### src/design/bounded_priority_message_queue_core_macros.svh
// Assertion macros shared by the message queue RTL.
// No dependencies; assertions compile away when SYNTHESIS is defined.
`ifndef BOUNDED_PRIORITY_MESSAGE_QUEUE_CORE_MACROS_SVH
`define BOUNDED_PRIORITY_MESSAGE_QUEUE_CORE_MACROS_SVH
`ifndef SYNTHESIS
// same-cycle implication, checked outside reset
`define BPMQ_ASSERT_IMPL(label, ante, cons) \
  label: assert property (@(posedge clk) disable iff (rst) (ante) |-> (cons)) \
    else $error("assertion failed");
// next-cycle implication, checked outside reset
`define BPMQ_ASSERT_NEXT(label, ante, cons) \
  label: assert property (@(posedge clk) disable iff (rst) (ante) |=> (cons)) \
    else $error("assertion failed");
`else
`define BPMQ_ASSERT_IMPL(label, ante, cons)
`define BPMQ_ASSERT_NEXT(label, ante, cons)
`endif
`endif

### src/design/bpmq_pkg.sv
// Shared types and constants for the bounded priority message queue.
// No dependencies; used by bpmq_regs, bpmq_cell and the top level.
package bpmq_pkg;

  localparam int DEPTH_DEFAULT   = 64;
  localparam int MAX_LEN_DEFAULT = 8192;

  localparam int PRIO_W = 32;
  localparam int LEN_W  = 16;
  localparam int WORD_W = 32;
  localparam int CAP_W  = 7;
  localparam int MLEN_W = 14;
  localparam int ADDR_W = 3;

  localparam logic [CAP_W-1:0]  CAPACITY_RESET = 7'd10;
  localparam logic [MLEN_W-1:0] MAX_LEN_RESET  = 14'd8192;

  // register index, taken from the word address bit
  localparam logic REG_CAPACITY = 1'b0;
  localparam logic REG_MAX_LEN  = 1'b1;

  localparam logic CMD_SEND = 1'b0;
  localparam logic CMD_RECV = 1'b1;

  localparam logic [2:0] ST_OK     = 3'd0;
  localparam logic [2:0] ST_BADLEN = 3'd1;
  localparam logic [2:0] ST_FULL   = 3'd2;
  localparam logic [2:0] ST_EMPTY  = 3'd3;
  localparam logic [2:0] ST_TOOBIG = 3'd4;

  typedef enum logic [1:0] {
    OP_HOLD,
    OP_INSERT,
    OP_REMOVE
  } op_t;

  typedef struct packed {
    logic [PRIO_W-1:0] prio;
    logic [LEN_W-1:0]  len;
    logic [WORD_W-1:0] payload;
  } entry_t;

  typedef struct packed {
    op_t    op;
    entry_t item;
  } cell_cmd_t;

  typedef struct packed {
    logic [CAP_W-1:0]  capacity;
    logic [MLEN_W-1:0] max_msg_len;
  } cfg_t;

endpackage

### src/design/bpmq_regs.sv
// APB-style configuration registers for the message queue.
// Depends on bpmq_pkg.
module bpmq_regs (
  input  logic                               clk,
  input  logic                               rst,
  input  logic                               psel,
  input  logic                               penable,
  input  logic                               pwrite,
  input  logic [bpmq_pkg::ADDR_W-1:0]        paddr,
  input  logic [31:0]                        pwdata,
  output logic [31:0]                        prdata,
  output logic                               pready,
  output bpmq_pkg::cfg_t                     cfg
);

  logic wr_en;

  assign pready = 1'b1;
  assign wr_en  = psel && penable && pwrite && pready;

  always_ff @(posedge clk) begin
    if (rst) begin
      cfg.capacity    <= bpmq_pkg::CAPACITY_RESET;
      cfg.max_msg_len <= bpmq_pkg::MAX_LEN_RESET;
    end else if (wr_en) begin
      case (paddr[2])
        bpmq_pkg::REG_CAPACITY: cfg.capacity    <= pwdata[bpmq_pkg::CAP_W-1:0];
        bpmq_pkg::REG_MAX_LEN:  cfg.max_msg_len <= pwdata[bpmq_pkg::MLEN_W-1:0];
        default: ;
      endcase
    end
  end

  always_comb begin
    case (paddr[2])
      bpmq_pkg::REG_CAPACITY: prdata = 32'(cfg.capacity);
      bpmq_pkg::REG_MAX_LEN:  prdata = 32'(cfg.max_msg_len);
      default:                prdata = '0;
    endcase
  end

endmodule

### config.mk
export PLATFORM = sky130hd
export DESIGN_NAME = bpmq_regs
export DESIGN_NICKNAME = d
export VERILOG_FILES = /design/src/design/bounded_priority_message_queue_core_macros.svh /design/src/design/bpmq_pkg.sv /design/src/design/bpmq_regs.sv
export SDC_FILE = /design/constraint.sdc
export NUM_CORES = 1
export LEC_CHECK = 0
export BUFFER_PORTS_ARGS = -buffer_cell sky130_fd_sc_hd__buf_2
export CORE_MARGIN = 2
export CORE_UTILIZATION = 32
export DETAILED_ROUTE_END_ITERATION = 16
export HOLD_SLACK_MARGIN = 0.05
export PLACE_DENSITY_LB_ADDON = 0.15
export SYNTH_ARGS = -nofsm -noshare
export SYNTH_HDL_FRONTEND = slang
export SYNTH_SLANG_ARGS = --single-unit
### constraint.sdc
create_clock -name clk -period 1.5 [get_ports clk]
set_input_delay 0.15 -clock clk [delete_from_list [all_inputs] [get_ports clk]]
set_output_delay 0.15 -clock clk [all_outputs]
set_load 0.05 [all_outputs]
# ---- After elaboration in Yosys (flattened, before gate mapping)
# Index checks and enable logic that the tools add are counted.
dict set report classes {
  reduce_logical 4
  muxes 1
  bitwise_logic 1
}
# cell count
set ops {}
lappend ops {{32-bit one-hot mux with 2 select lines} 1}
lappend ops {{2-bit AND reduction} 2}
lappend ops {{1-bit logical AND} 2}
lappend ops {{1-bit NOT} 1}
dict set report word_totals {
  word_cells 8
  regBits 21
  output_inout_bits 54
  inputBits 40
}

# ---- Depth between registers and ports, before layout
dict set report depth {
  ltp_word 3
  ltp_mapped 5
}

# ---- Worst setup path after synthesis
# Ideal clock, no wire load.
dict set report synth_timing {
  kind {register to output}
  startpoint {register cfg[10] (netlist name)}
  endpoint {output prdata[10]}
  arrival_ns 1.128
  path_stages_with_launch 2
  slack_ns 0.222
  path_cell_list {dfxtp_1 > and2_1}
}
dict set report synth_via {
  elab_chain_cells 1
}
# item line_no
set synth_lines {}
lappend synth_lines {{start, declared} bpmq_regs.sv:13} ;# output bpmq_pkg::cfg_t cfg
lappend synth_lines {{32-bit one-hot mux with 2 select lines} bpmq_regs.sv:35} ;# case (paddr[2])
lappend synth_lines {{end, declared} bpmq_regs.sv:11} ;# output logic [31:0] prdata,
# No other way between the ends. The select of a mux whose other input is x is not followed.

# ---- Worst setup path after layout
dict set report layout_timing {
  startpoint {register cfg[14] (netlist name)}
  endpoint {output prdata[0]}
}
# The elaborated chain is that of the path after synthesis.

==> results.md <==
- Share of cells above drive strength 1: between 30% and 40%
- Clock slew at reported path FFs: 0.07 ns
- Dpl cells: 217
- Grt ovf: 0
- Remaining DRCs: 0
- Post-CTS setup buffers: 0
- Mapped Cells: approximately 130
- # setup viols final: 0
- Antenna cells: 0
- GR Layer Usage met1: around 15%
- Max Transition Viols Final: 0
- Hold Startpoint: pwdata[7]
- Starting density of the core: between 30% and 40%
- Mapped cell area: ~0.0012 mm²
- Yosys reg bits: 21
- Syn avg cell area: 9.67 µm²
- DIE WIDTH: roughly 65 µm
- Hold Slack: 0.148 ns
- Clk sinks: 21
- Layout area overhead: 19.5%
- Number of flip-flops in the largest register: 21
- Fin crit period: 1.21 ns
- Register name with the most flops: cfg
- Routability-driven placement congestion ratio: between 0.6 and 0.7
- DRT Wirelength: approximately 2300 µm
- CTS resizes: 0
- Tot GR Track Use: a little under an eighth
- Status: finished clean
- Ys Warns: 0
- Hold Path Sink: cfg[7]
- Initial antenna violation count: 0
- Core area: 0.00363 mm²
- Hold path depth: 3
- Max H-tree Level: 1
- Routed Antenna Nets: 0
- Vias per Instance: between 4 and 5
- Unrepaired setup endpoints after global routing: false
- Leak Pwr: about 0.00074 µW
- Clock tree buffer depth: 2
- Routed vias: roughly 910
- Reg2Reg Capture Point: cfg[15]
- Top Registers: cfg x21
- Reg2reg path depth: 2
- Crit path arrival time: ~1.1 ns
- FP Rows: 22
- Critical Path Fanout Max: 3
- Final TNS setup: 0 ns
- CTS Root Cell: clkbuf_8
- Hold crit path type: primary input to register
- Top Usage Layer GRT: met2
- Met2 Resource Use GR: 17.6%
- Die height: ~65 µm
- DR WL/cell: between 10 and 15 µm
- Port Buffers: between 50 and 60
- Synth unique cells: 14
- Initial DRC count: 17
- Clk Latency, worst-skew pair: around 0.26 ns
- Largest net degree at the start of global routing: 38
- Worst path required time: between 1 and 1.5 ns
- Max_cap viols: 0
- Crit path kind: register to primary output
- Pwr dens: between 800 and 900 mW/mm²
- Global-route wire length before repair: approximately 3700 µm
- Worst clock skew: 0 ns
- Peak VDD IR: 379 µV
- First-pass iteration count of the detailed router: 3
- HPWL after DPL: between 1500 and 2000 µm
- Tcrit/Tclk final: between 80% and 90%
- Sequential share of the synthesized area: 34.8%
- CP endpoint kind: primary output
- # nets final: around 210
- Final Hold Viols: 0
- Post-Layout Cell Count: around 220
- CTS tree: built
- Number of buffers created by CTS: 3
- Worst reg-to-reg setup slack: 0.88 ns
- Vias in the first global route: ~830
- DIE AREA: 0.00428 mm²
- Cts hold-fix bufs: 0
- Met3 Use GR: 2.23%
- I/O pins: 94
- Critical path startpoint category: register
- Max Freq: about 0.83 GHz
- Final core utilization: 39.7%
- Crit Reg-Reg Startpoint: cfg[15]
-- stage by stage --
step / cell area, µm² / worst slack (ns) / total power (µW)
after floorplan: 1270 / 0.222 / 892
after global placement: 1400 / 0.286 / 900
after detailed placement: 1400 / 0.233 / 904
after CTS: 1440 / 0.278 / 1280
after global routing: 1440 / 0.252 / 1330
final: 1440 / 0.289 / 1260
-- how the worst max path moves through the flow --
stage               cells past startpoint  slack [ns]     start          to
global placement                        3        0.29  paddr[2]      cfg[8]
finish                                  2        0.29   cfg[14]   prdata[0]
CTS                                     2        0.28   cfg[14]   prdata[0]
floorplan                               1        0.22   cfg[10]  prdata[10]
global route                            2        0.25   cfg[14]   prdata[0]
detailed placement                      3        0.23  paddr[2]      cfg[1]
-- cells in the mapped netlist --
master / count / area, µm²
nand2b_1: 31 / 194
dfxtp_1: 21 / 420
mux2i_1: 21 / 210
buf_4: 19 / 143
and2_1: 7 / 43.8
mux2_2: 7 / 78.8
nor2_1: 6 / 22.5
buf_2: 3 / 15.0
clkbuf_1: 3 / 11.3
buf_6: 2 / 22.5
conb_1: 2 / 7.51
and4_4: 1 / 11.3
buf_12: 1 / 20.0
nand4b_1: 1 / 8.76
-- worst max-delay path, cell delays in order (launching register included) --
cell	delay, ns
dfxtp_1	0.33
mux2_2	0.26
buf_2	0.21
-- layer usage --
layer	part of all wire, %	wire length (µm)
met1	47	1090
met2	43	1010
met3	7.4	173
met4	2.2	51
met5	0	0
-- power breakdown --
group	switching (µW)	internal (µW)
registers	8.38	570
logic	238	72.4
clock network	178	189
-- layout make-up --
class / count / area [µm²]
clock buffer: 4 / 45.0
fill: 387 / 2190
multi-input combinational: 93 / 641
sequential: 21 / 420
tap: 48 / 60.1
timing repair buffer: 55 / 278
-- cells in the final DEF (no fill, tap or decap) --
| master | instances |
|---|---|
| and2_1 | 7 |
| and4_4 | 1 |
| buf_2 | 54 |
| buf_4 | 1 |
| clkbuf_1 | 1 |
| clkbuf_8 | 3 |
| conb_1 | 19 |
| dfxtp_1 | 21 |
| mux2_2 | 7 |
| mux2i_1 | 21 |
| nand2b_1 | 31 |
| nand4b_1 | 1 |
| nor2_1 | 6 |
-- logic make-up after synthesis --
family | Yosys count | synth area share (%)
buf+inv | 28 | 17.5
flops | 21 | 34.8
mux | 28 | 23.9
other cells | 2 | 0.621
simple gates | 46 | 23.2
Power figures use the tool's default switching activity.
