`src/design/bounded_priority_message_queue_core_macros.svh`:
```
// Assertion macros shared by the message queue RTL.
// No dependencies; assertions compile away when SYNTHESIS is defined.
`ifndef BOUNDED_PRIORITY_MESSAGE_QUEUE_CORE_MACROS_SVH
`define BOUNDED_PRIORITY_MESSAGE_QUEUE_CORE_MACROS_SVH
`ifndef SYNTHESIS
// same-cycle implication, checked outside reset
`define BPMQ_ASSERT_IMPL(label, ante, cons) \
  label: assert property (@(posedge clk) disable iff (rst) (ante) |-> (cons)) \
    else $error("assertion failed");
// next-cycle implication, checked outside reset
`define BPMQ_ASSERT_NEXT(label, ante, cons) \
  label: assert property (@(posedge clk) disable iff (rst) (ante) |=> (cons)) \
    else $error("assertion failed");
`else
`define BPMQ_ASSERT_IMPL(label, ante, cons)
`define BPMQ_ASSERT_NEXT(label, ante, cons)
`endif
`endif

```
`src/design/bpmq_pkg.sv`:
```
// Shared types and constants for the bounded priority message queue.
// No dependencies; used by bpmq_regs, bpmq_cell and the top level.
package bpmq_pkg;

  localparam int DEPTH_DEFAULT   = 64;
  localparam int MAX_LEN_DEFAULT = 8192;

  localparam int PRIO_W = 32;
  localparam int LEN_W  = 16;
  localparam int WORD_W = 32;
  localparam int CAP_W  = 7;
  localparam int MLEN_W = 14;
  localparam int ADDR_W = 3;

  localparam logic [CAP_W-1:0]  CAPACITY_RESET = 7'd10;
  localparam logic [MLEN_W-1:0] MAX_LEN_RESET  = 14'd8192;

  // register index, taken from the word address bit
  localparam logic REG_CAPACITY = 1'b0;
  localparam logic REG_MAX_LEN  = 1'b1;

  localparam logic CMD_SEND = 1'b0;
  localparam logic CMD_RECV = 1'b1;

  localparam logic [2:0] ST_OK     = 3'd0;
  localparam logic [2:0] ST_BADLEN = 3'd1;
  localparam logic [2:0] ST_FULL   = 3'd2;
  localparam logic [2:0] ST_EMPTY  = 3'd3;
  localparam logic [2:0] ST_TOOBIG = 3'd4;

  typedef enum logic [1:0] {
    OP_HOLD,
    OP_INSERT,
    OP_REMOVE
  } op_t;

  typedef struct packed {
    logic [PRIO_W-1:0] prio;
    logic [LEN_W-1:0]  len;
    logic [WORD_W-1:0] payload;
  } entry_t;

  typedef struct packed {
    op_t    op;
    entry_t item;
  } cell_cmd_t;

  typedef struct packed {
    logic [CAP_W-1:0]  capacity;
    logic [MLEN_W-1:0] max_msg_len;
  } cfg_t;

endpackage

```
`src/design/bpmq_cell.sv`:
```
// One slot of the sorted shift chain: holds an entry, compares it with the
// broadcast priority and takes its own, the new, or a neighbor's entry.
// Depends on bpmq_pkg.
module bpmq_cell #(
  parameter int CNT_W = 7,
  parameter int INDEX = 0
) (
  input  logic                  clk,
  input  bpmq_pkg::cell_cmd_t   cmd,
  input  logic [CNT_W-1:0]      count,
  input  logic                  left_ge,
  input  bpmq_pkg::entry_t      left_entry,
  input  bpmq_pkg::entry_t      right_entry,
  output bpmq_pkg::entry_t      entry,
  output logic                  ge
);

  logic             occupied;
  bpmq_pkg::entry_t entry_next;

  assign occupied = (CNT_W'(INDEX) < count);
  // entries are sorted high to low, so ge is true on a prefix of the chain
  assign ge = occupied && (entry.prio >= cmd.item.prio);

  always_comb begin
    entry_next = entry;
    case (cmd.op)
      bpmq_pkg::OP_INSERT: begin
        if (!ge) begin
          entry_next = left_ge ? cmd.item : left_entry;
        end
      end
      bpmq_pkg::OP_REMOVE: entry_next = right_entry;
      default: ;
    endcase
  end

  always_ff @(posedge clk) begin
    entry <= entry_next;
  end

endmodule
```
`config.mk`:
```
export PLATFORM = sky130hd
export DESIGN_NAME = bpmq_cell
export DESIGN_NICKNAME = d
export VERILOG_FILES = /design/src/design/bounded_priority_message_queue_core_macros.svh /design/src/design/bpmq_pkg.sv /design/src/design/bpmq_cell.sv
export SDC_FILE = /design/constraint.sdc
export NUM_CORES = 1
export LEC_CHECK = 0
export ABC_CLOCK_PERIOD_IN_PS = 6700
export BUFFER_PORTS_ARGS = -buffer_cell sky130_fd_sc_hd__buf_4
export CELL_PAD_IN_SITES_DETAIL_PLACEMENT = 0
export CELL_PAD_IN_SITES_GLOBAL_PLACEMENT = 1
export CORE_MARGIN = 5
export CORE_UTILIZATION = 30
export DETAILED_ROUTE_END_ITERATION = 16
export GPL_TIMING_DRIVEN = 0
export PLACE_DENSITY_LB_ADDON = 0.15
export RECOVER_POWER = 25
export SETUP_SLACK_MARGIN = 0.1
export SLEW_MARGIN = 10
export SYNTH_ARGS = -nofsm -noshare
export SYNTH_HDL_FRONTEND = slang
export SYNTH_SLANG_ARGS = --single-unit
```
`constraint.sdc`:
```
create_clock -name clk -period 6.7 [get_ports clk]
set_clock_uncertainty 0.15 [all_clocks]
set_input_delay 1.005 -clock clk [delete_from_list [all_inputs] [get_ports clk]]
set_output_delay 1.005 -clock clk [all_outputs]
set_load 0.02 [all_outputs]
```
After elaboration in Yosys (flattened, before gate mapping)
Cells that the tools add are included.
{"block": "op_classes", "eq_ne": 3, "mux": 3, "order_cmp": 2, "reduce_logical": 3}
{"operator": "$mux W80", "count": 2}
{"operator": "$pmux W80 S2", "count": 1}
{"operator": "$ge A32 B32 Y1", "count": 1}
{"operator": "$lt A1 B7 Y1 const A", "count": 1}
{"operator": "$eq A2 B1 Y1 const B", "count": 1}
{"operator": "$eq A2 B2 Y1 const B", "count": 1}
{"operator": "$ne A2 B2 Y1 const B", "count": 1}
{"operator": "$reduce_and A2 Y1", "count": 1}
{"operator": "$reduce_bool A2 Y1", "count": 1}
{"operator": "$logic_and A1 B1 Y1", "count": 1}
{"block": "word_totals", "elab_cells": 14, "in_bits": 251, "output_inout_bits": 81, "regBits": 80}

Depth between registers and ports, before layout
Gate-level depths: netlist (run 1).
{"block": "depth", "word_depth": 4, "ltp_mapped": 7, "ltp_nobuf": 7}

Worst setup path before layout (run 1)
No wires, ideal clock.
{"block": "synth_path", "kind": "input port to flip-flop", "start": "in cmd[48] (netlist bit)", "end": "reg entry[0] (netlist bit), enable pin", "t_arrival_ps": 4124, "cell_stages": 6, "setup_ps": 445, "slack_ps": 1981, "t_required_ps": 6105, "n_path_buf": 0, "cell_sequence": "ha_1 > nand2b_4 > a2111o_1 > a32o_1 > o31ai_2 > a31o_1"}
{"block": "synth_via", "elab_chain_cells": 4}
{"element": "start: declaration", "line_no": "bpmq_cell.sv:9", "rtl": "input bpmq_pkg::cell_cmd_t cmd,"}
{"element": "$ge A32 B32 Y1", "line_no": "bpmq_cell.sv:23", "rtl": "assign ge = occupied && (entry.prio >= cmd.item.prio);"}
{"element": "$logic_and A1 B1 Y1", "line_no": "bpmq_cell.sv:23"}
{"element": "$ne A2 B2 Y1 (no line)"}
{"element": "$reduce_and A2 Y1 (no line)"}
{"element": "end signal: assignment", "line_no": "bpmq_cell.sv:39", "rtl": "entry <= entry_next;"}
{"element": "end: declaration", "line_no": "bpmq_cell.sv:14", "rtl": "output bpmq_pkg::entry_t entry,"}
Every way passes these cells.
A chain may end at the register's enable or synchronous reset.

Worst setup path in the final report (run 1)
{"block": "layout_path", "start": "in cmd[48] (netlist bit)", "end": "out ge"}
{"block": "layout_via", "elab_chain_cells": 2}
{"element": "$ge A32 B32 Y1", "line_no": "bpmq_cell.sv:23"}
{"element": "$logic_and A1 B1 Y1", "line_no": "bpmq_cell.sv:23"}
{"element": "end: declaration", "line_no": "bpmq_cell.sv:15", "rtl": "output logic ge"}
Every way passes these cells.

==> results.md, run 1 <==
- Net switching power: approximately 430 uW
- Area share of the largest cell type after synthesis: 49.3%
- FP Rows: 46
- First-pass DRT Iterations: 4
- Fin cells: 1028
- Vias in the first global route: 5092
- Peak fanout along the critical path: 2
- Hold path depth: 3
- Dpl cells: 1012
- Critical Path RT: 5.54 ns
- Post-CTS Setup Inserts: 0
- Detail Route Antenna Nets: 0
- Post-Route WL: 18700 um
- First-iteration detailed-routing DRC count: 152
- Max Freq: 256 MHz
- Hold endpoint: entry[72]$_DFFE_PP_
- Post-synth top cells: nand2_1 (85), o21ai_0 (84), edfxtp_1 (80), mux2i_1 (80), inv_1 (33)
- GR Overflow Total: 0
- Clock buffer depth: 2
- DR DRC count: 0
- RSZ-0062 raised after global routing: false
- First-pass GRT wire length: 27100 um
- Clock sinks: 80
- Leading registers by flop count: entry: 80 flops
- Top reg by flops: entry
- WP data arrival: 2.76 ns
- Startpoint Class: input port
- Hold Buf Count CTS: 0
- Largest stage delay, worst path: 0.40 ns
- Status: complete, no violations
- Routed vias: 4757
- Max-slew violations: 0
- Nets@finish: 1090
- Largest area contributor in the netlist: edfxtp_1
- Initial core utilization: 30.7%
- Final Hold Fails: 0
- Synth area leaders: edfxtp_1 (49%), mux2i_1 (16%), o21ai_0 (8.6%)
- Post-synth ARST share: 0%
- Area growth from synthesis to layout: 58.3%
- P_int: 1080 uW
- Worst Hold Class: in2reg
- Vias/cell: approximately 4.6
- Core Area: ~16000 um^2
- CP Capture Type: primary output
- Comb pwr share: 26.0%
- N_diodes: 0
- I/O pins: about 330
- Worst r2r src: entry[48]$_DFFE_PP_
- Synth Warn #: 0
- TNS Setup: 0 ns
- Area of the multi-input gates: approximately 2200 um^2
- Max-cap viol count: 0
- Max rail drop VDD: 0.000104 V
- H-tree Lvls: 3
- TritonCTS clock tree: done
- Normalized max-slew margin: 50.2%
- R2R Setup Slk: 3.48 ns
- Crit-path cells: buf_4, ha_1, nand2b_4, a2111o_1, a32o_1, o31ai_2, a21oi_1, buf_4
- Fillers: roughly 1600
- CTS buffer count: 9
- WL per Instance: 18.2 um
- Most Frequent Cell on Critical Path: buf_4
- HP Start: right_entry[72]
- Clk slew on worst S/H paths: ~0.06 ns
- Die height: 137 um
- Slowest-stage cell, CP: a2111o_1
- Detailed placer's ending HPWL: between 15000 and 20000 um
- Slew @ Worst Pin: roughly 0.75 ns
- Worst reg2reg path endpoint: entry[48]$_DFFE_PP_
- RePlAce Congestion: 0.804
- Sw frac: 28.3%
- Most numerous cell in the Yosys netlist: nand2_1
- Yosys reg bits: 80
- Sequential power share: 41.7%
- Post-CTS sizing: 0
- Post-synth net total: about 750
- Syn Inst Count: between 400 and 500
- Ys flop type: edfxtp_1
- CTS root buf: clkbuf_16
- LEAKAGE: approximately 0.0036 uW
- Post-route minimum period: roughly 3.9 ns
- Power share of the clock group: 32.2%
- Syn Std Cell Area: 4870 um^2
- Gr usage total: 19.0%
- WS Path Type: in2out
- Endpoints failing setup: 0
- Max FFs per register: 80
- Util after Layout: 48.5%
- Avg Inst Size Synth: 10.5 um^2
- Initial antenna violation count: 0
- Die ar.: 18900 um^2
- Number of synthesized flops with an enable pin: 80
- Synth cell types: 24
- Pwr dens: ~200 nW/um^2
- Final period util: 58.4%
- Path depth of the worst reg2reg path: 8
- Clk_lat worst skew: 0.33 ns
- Port Buffer Count: 330
- Sequential element share of the synthesized area: ~50%
- Register area: 2400 um^2
- Fraction of layout cells with a size suffix above 1: between 30 and 40%
- Die Width: roughly 140 um
- Worst hold slack: 0.792 ns
- Largest net degree at the start of global routing: 46
power groups by stage:
stage | registers [uW] | logic (uW) | clock network, uW
detailed placement | 642 | 426 | 0
floorplan | 700 | 132 | 0
global placement | 646 | 417 | 0
global route | 636 | 434 | 516
CTS | 632 | 427 | 500
finish | 631 | 393 | 487
worst max-delay path: cells and delay by family:
family,cells,cell delay (ns)
AOI/OAI and AO/OA,4,1.03
adders and majority gates,1,0.28
buffers and inverters,2,0.30
and+or+nand+nor,1,0.14
how the worst max path moves through the flow:
stage | end | start | cells past startpoint | slack (ns)
3_3_place_gp | entry[33]$_DFFE_PP_ | cmd[48] | 7 | 0.75
6_report | ge | cmd[48] | 8 | 2.79
3_5_place_dp | entry[33]$_DFFE_PP_ | cmd[48] | 8 | 2.72
4_1_cts | ge | cmd[48] | 8 | 2.77
5_1_grt | ge | cmd[48] | 8 | 2.67
2_1_floorplan | entry[0]$_DFFE_PP_ | cmd[48] | 6 | 1.98
metal layers:
layer | GRT usage, % | wire length [um] | vias up
met4 | 7.87 | 607 | 0
met5 | 0 | 0 | -
met1 | 21.0 | 6960 | 2137
met3 | 6.54 | 1840 | 33
met2 | 33.2 | 9280 | 218
li1 | - | - | 2369
kinds of logic (layout without fill, tap and decap cells):
group,after synthesis,after routing,synth area share (%)
AO/OA/AOI/OAI,108,108,12.0
AND/OR/NAND/NOR,105,105,9.04
multiplexers,80,80,16.4
flip-flops,80,80,49.3
buffers and inverters,60,407,5.01
adder cells (fa/ha/maj),32,32,8.22
metrics by stage:
stage               power [uW]  setup slack [ns]  cell area, um^2
floorplan                  832              1.98             4870
global placement          1060             0.749             7620
detailed placement        1070              2.72             7650
CTS                       1560              2.77             7940
global route              1590              2.67             7710
finish                    1510              2.79             7710
layout by cell type (no fill, tap or decap), drive strengths merged, types with 2 or more instances in the layout:
cell type and count:
buf 286, a21o 4, o21ai 84, nor3 2, a21oi 13, nor2b 2
nand2 85, inv 33, edfxtp 80, a211oi 2, ha 32, nor4 2
clkinvlp 2, nor2 2, clkinv 4, clkbuf 81, mux2i 80, nand4 6
nand3 4
final cells by class:
cell class	instances	area share, %
buffer	27	1.56
clock buffer	9	2.92
clock inverter	7	0.811
inverter	33	1.61
multi-input combinational	325	29.0
sequential	80	31.2
tap	216	3.51
timing repair buffer	331	29.5
Note: power is estimated with default switching activity, not from simulation.
==> inputs of run 2 (changes only) <==
--- a/config.mk
+++ b/config.mk
@@ -5,7 +5,7 @@
 export SDC_FILE = /design/constraint.sdc
 export NUM_CORES = 1
 export LEC_CHECK = 0
-export ABC_CLOCK_PERIOD_IN_PS = 6700
+export ABC_CLOCK_PERIOD_IN_PS = 4000
 export BUFFER_PORTS_ARGS = -buffer_cell sky130_fd_sc_hd__buf_4
 export CELL_PAD_IN_SITES_DETAIL_PLACEMENT = 0
 export CELL_PAD_IN_SITES_GLOBAL_PLACEMENT = 1
==> constraint.sdc (replaced) <==
create_clock -name clk -period 4 [get_ports clk]
set_clock_uncertainty 0.15 [all_clocks]
set_input_delay 0.6 -clock clk [delete_from_list [all_inputs] [get_ports clk]]
set_output_delay 0.6 -clock clk [all_outputs]
set_load 0.02 [all_outputs]
==> results.md, run 2 (synthesis gave the netlist of run 1 again) <==
- Clock buffer depth: 2 (unchanged)
- Vias in the first global route: 5133 (+0.81%)
- Final period util: roughly 78%
- Area growth from synthesis to layout: 58.4% (about the same)
- Worst reg2reg path endpoint: entry[24]$_DFFE_PP_
- WL per Instance: 18.2 um (about the same)
- Initial antenna violation count: 0 (unchanged)
- HP Start: right_entry[15]
- Pwr dens: 328 nW/um^2 (+67%)
- I/O pins: 332 (unchanged)
- Final Hold Fails: 0 (unchanged)
- Startpoint Class: input port
- Worst Hold Class: in2reg
- Max FFs per register: 80 (unchanged)
- First-pass GRT wire length: 27300 um (+0.69%)
- Max-slew violations: 0 (unchanged)
- Path depth of the worst reg2reg path: 8 (unchanged)
- Most common cell after layout, fill and taps aside: buf_4
- Leading registers by flop count: entry: 80 flops
- Util after Layout: 48.6% (about the same)
- N_diodes: 0 (unchanged)
- R2R Setup Slk: 0.89 ns (-2.59 ns)
- Gr usage total: 18.9% (-0.14 points)
- Clock sinks: 80 (unchanged)
- CTS root buf: clkbuf_16
- DR DRC count: 0 (unchanged)
- Total Power: 2530 uW (+68%)
- Status: complete, no violations
- Top reg by flops: entry
- Core Area: 15900 um^2 (unchanged)
- Clk_lat worst skew: 0.33 ns (about the same)
- Post-CTS sizing: 0 (unchanged)
- Largest net degree at the start of global routing: 48 (+4.3%)
- First-iteration detailed-routing DRC count: 199 (+31%)
- Post-Route WL: 18700 um (about the same)
- FP Rows: 46 (unchanged)
- Die Width: 137 um (unchanged)
- Hold endpoint: entry[15]$_DFFE_PP_
- Die ar.: 18900 um^2 (unchanged)
- H-tree Lvls: 3 (unchanged)
- Max-cap viol count: 0 (unchanged)
- CTS buffer count: 9 (unchanged)
- Die height: 137 um (unchanged)
- Slew @ Worst Pin: 0.755 ns (+0.00819 ns)
- Routed vias: 4819 (+1.3%)
- First-pass DRT Iterations: 4 (unchanged)
- Normalized max-slew margin: 49.6% (-0.55 points)
- Hold path depth: 3 (unchanged)
- Post-CTS Setup Inserts: 0 (unchanged)
- LEAKAGE: 0.00358 uW (about the same)
- Critical Path RT: 3.86 ns (-1.68 ns)
- Port Buffer Count: 330 (unchanged)
- Peak fanout along the critical path: 47 (+45)
- Nets@finish: 1090 (unchanged)
- Detailed placer's ending HPWL: 15500 um (+0.68%)
- Detail Route Antenna Nets: 0 (unchanged)
- CP Capture Type: flip-flop
- Clk slew on worst S/H paths: 0.06 ns (about the same)
- GR Overflow Total: 0 (unchanged)
- Initial core utilization: 30.7% (unchanged)
- WS Path Type: in2reg
- Vias/cell: 4.69 (+1.3%)
- Post-route minimum period: 3.11 ns
- Endpoints failing setup: 0 (unchanged)
- Fillers: 1615 (+2.4%)
- Commonest cells after routing, fill and taps aside: buf_4 (270), nand2_1 (85), o21ai_0 (84)
- Max Freq: 321 MHz
- WP data arrival: 2.97 ns (+0.21 ns)
- TritonCTS clock tree: done
- Worst r2r src: entry[48]$_DFFE_PP_
- Max rail drop VDD: 0.000240 V (+130%)
- RePlAce Congestion: 0.827 (+2.9%)
- Fraction of layout cells with a size suffix above 1: 37.3% (unchanged)
- RSZ-0062 raised after global routing: false
- Hold Buf Count CTS: 0 (unchanged)
==> run 2: changes by cell type in the layout (fill, tap and decap cells not counted) <==
| cell | change |
|---|---|
| buf_16 | +1 |
| buf_12 | -1 |
==> run 2: area by class of cell <==
cell class	instances	area (um^2)	share of cell area, %
plain buffers	27	120	1.56
clock buffers	9	225	2.92
clock inverters	7	62.6	0.811
inverters	33	124	1.61
multi-input cells	325	2230	28.9
flip-flops and latches	80	2400	31.1
well taps	216	270	3.50
repair buffers	331	2280	29.5
==> run 2: how the worst max path moves through the flow <==
stage / end / depth (start not counted) / start / slack [ns]
final: entry[24]$_DFFE_PP_ / 8 / cmd[48] / 0.89
after global routing: entry[24]$_DFFE_PP_ / 8 / entry[48]$_DFFE_PP_ / 0.73
after CTS: entry[24]$_DFFE_PP_ / 8 / entry[48]$_DFFE_PP_ / 0.85
after detailed placement: entry[12]$_DFFE_PP_ / 8 / cmd[48] / 0.53
after global placement: entry[0]$_DFFE_PP_ / 7 / cmd[48] / -0.33
after floorplan: entry[0]$_DFFE_PP_ / 6 / cmd[48] / 0.45
==> run 2: power by group <==
part           switching (uW)  total, uW  internal (uW)
logic                     354        666            312
clock network             332        809            477
registers                29.3       1060           1030
==> run 2: worst max-delay path: stages <==
cell      delay, ns
buf_4          0.12
ha_1           0.28
nand2b_4       0.14
a2111o_1       0.41
a32o_1         0.24
o31ai_2        0.26
a31o_4         0.58
buf_16         0.31
==> run 2: metal layers <==
metal  wire length [um]  GRT usage [%]
met1               6840           20.8
met2               9570           33.7
met3               1820           6.43
met4                457           6.43
met5                  0              0
==> run 2: stage by stage <==
| step | cell area [um^2] | setup TNS (ns) | worst slack (ns) | std cells | hold WS (ns) |
|---|---|---|---|---|---|
| floorplan | 4870 | 0 | 0.452 | 465 | 0.637 |
| global route | 7720 | 0 | 0.726 | 1028 | 0.382 |
| CTS | 7940 | 0 | 0.846 | 1028 | 0.374 |
| detailed placement | 7650 | 0 | 0.534 | 1012 | 0.727 |
| finish | 7720 | 0 | 0.888 | 1028 | 0.390 |
| global placement | 7620 | -26.06 | -0.331 | 1011 | 0.721 |
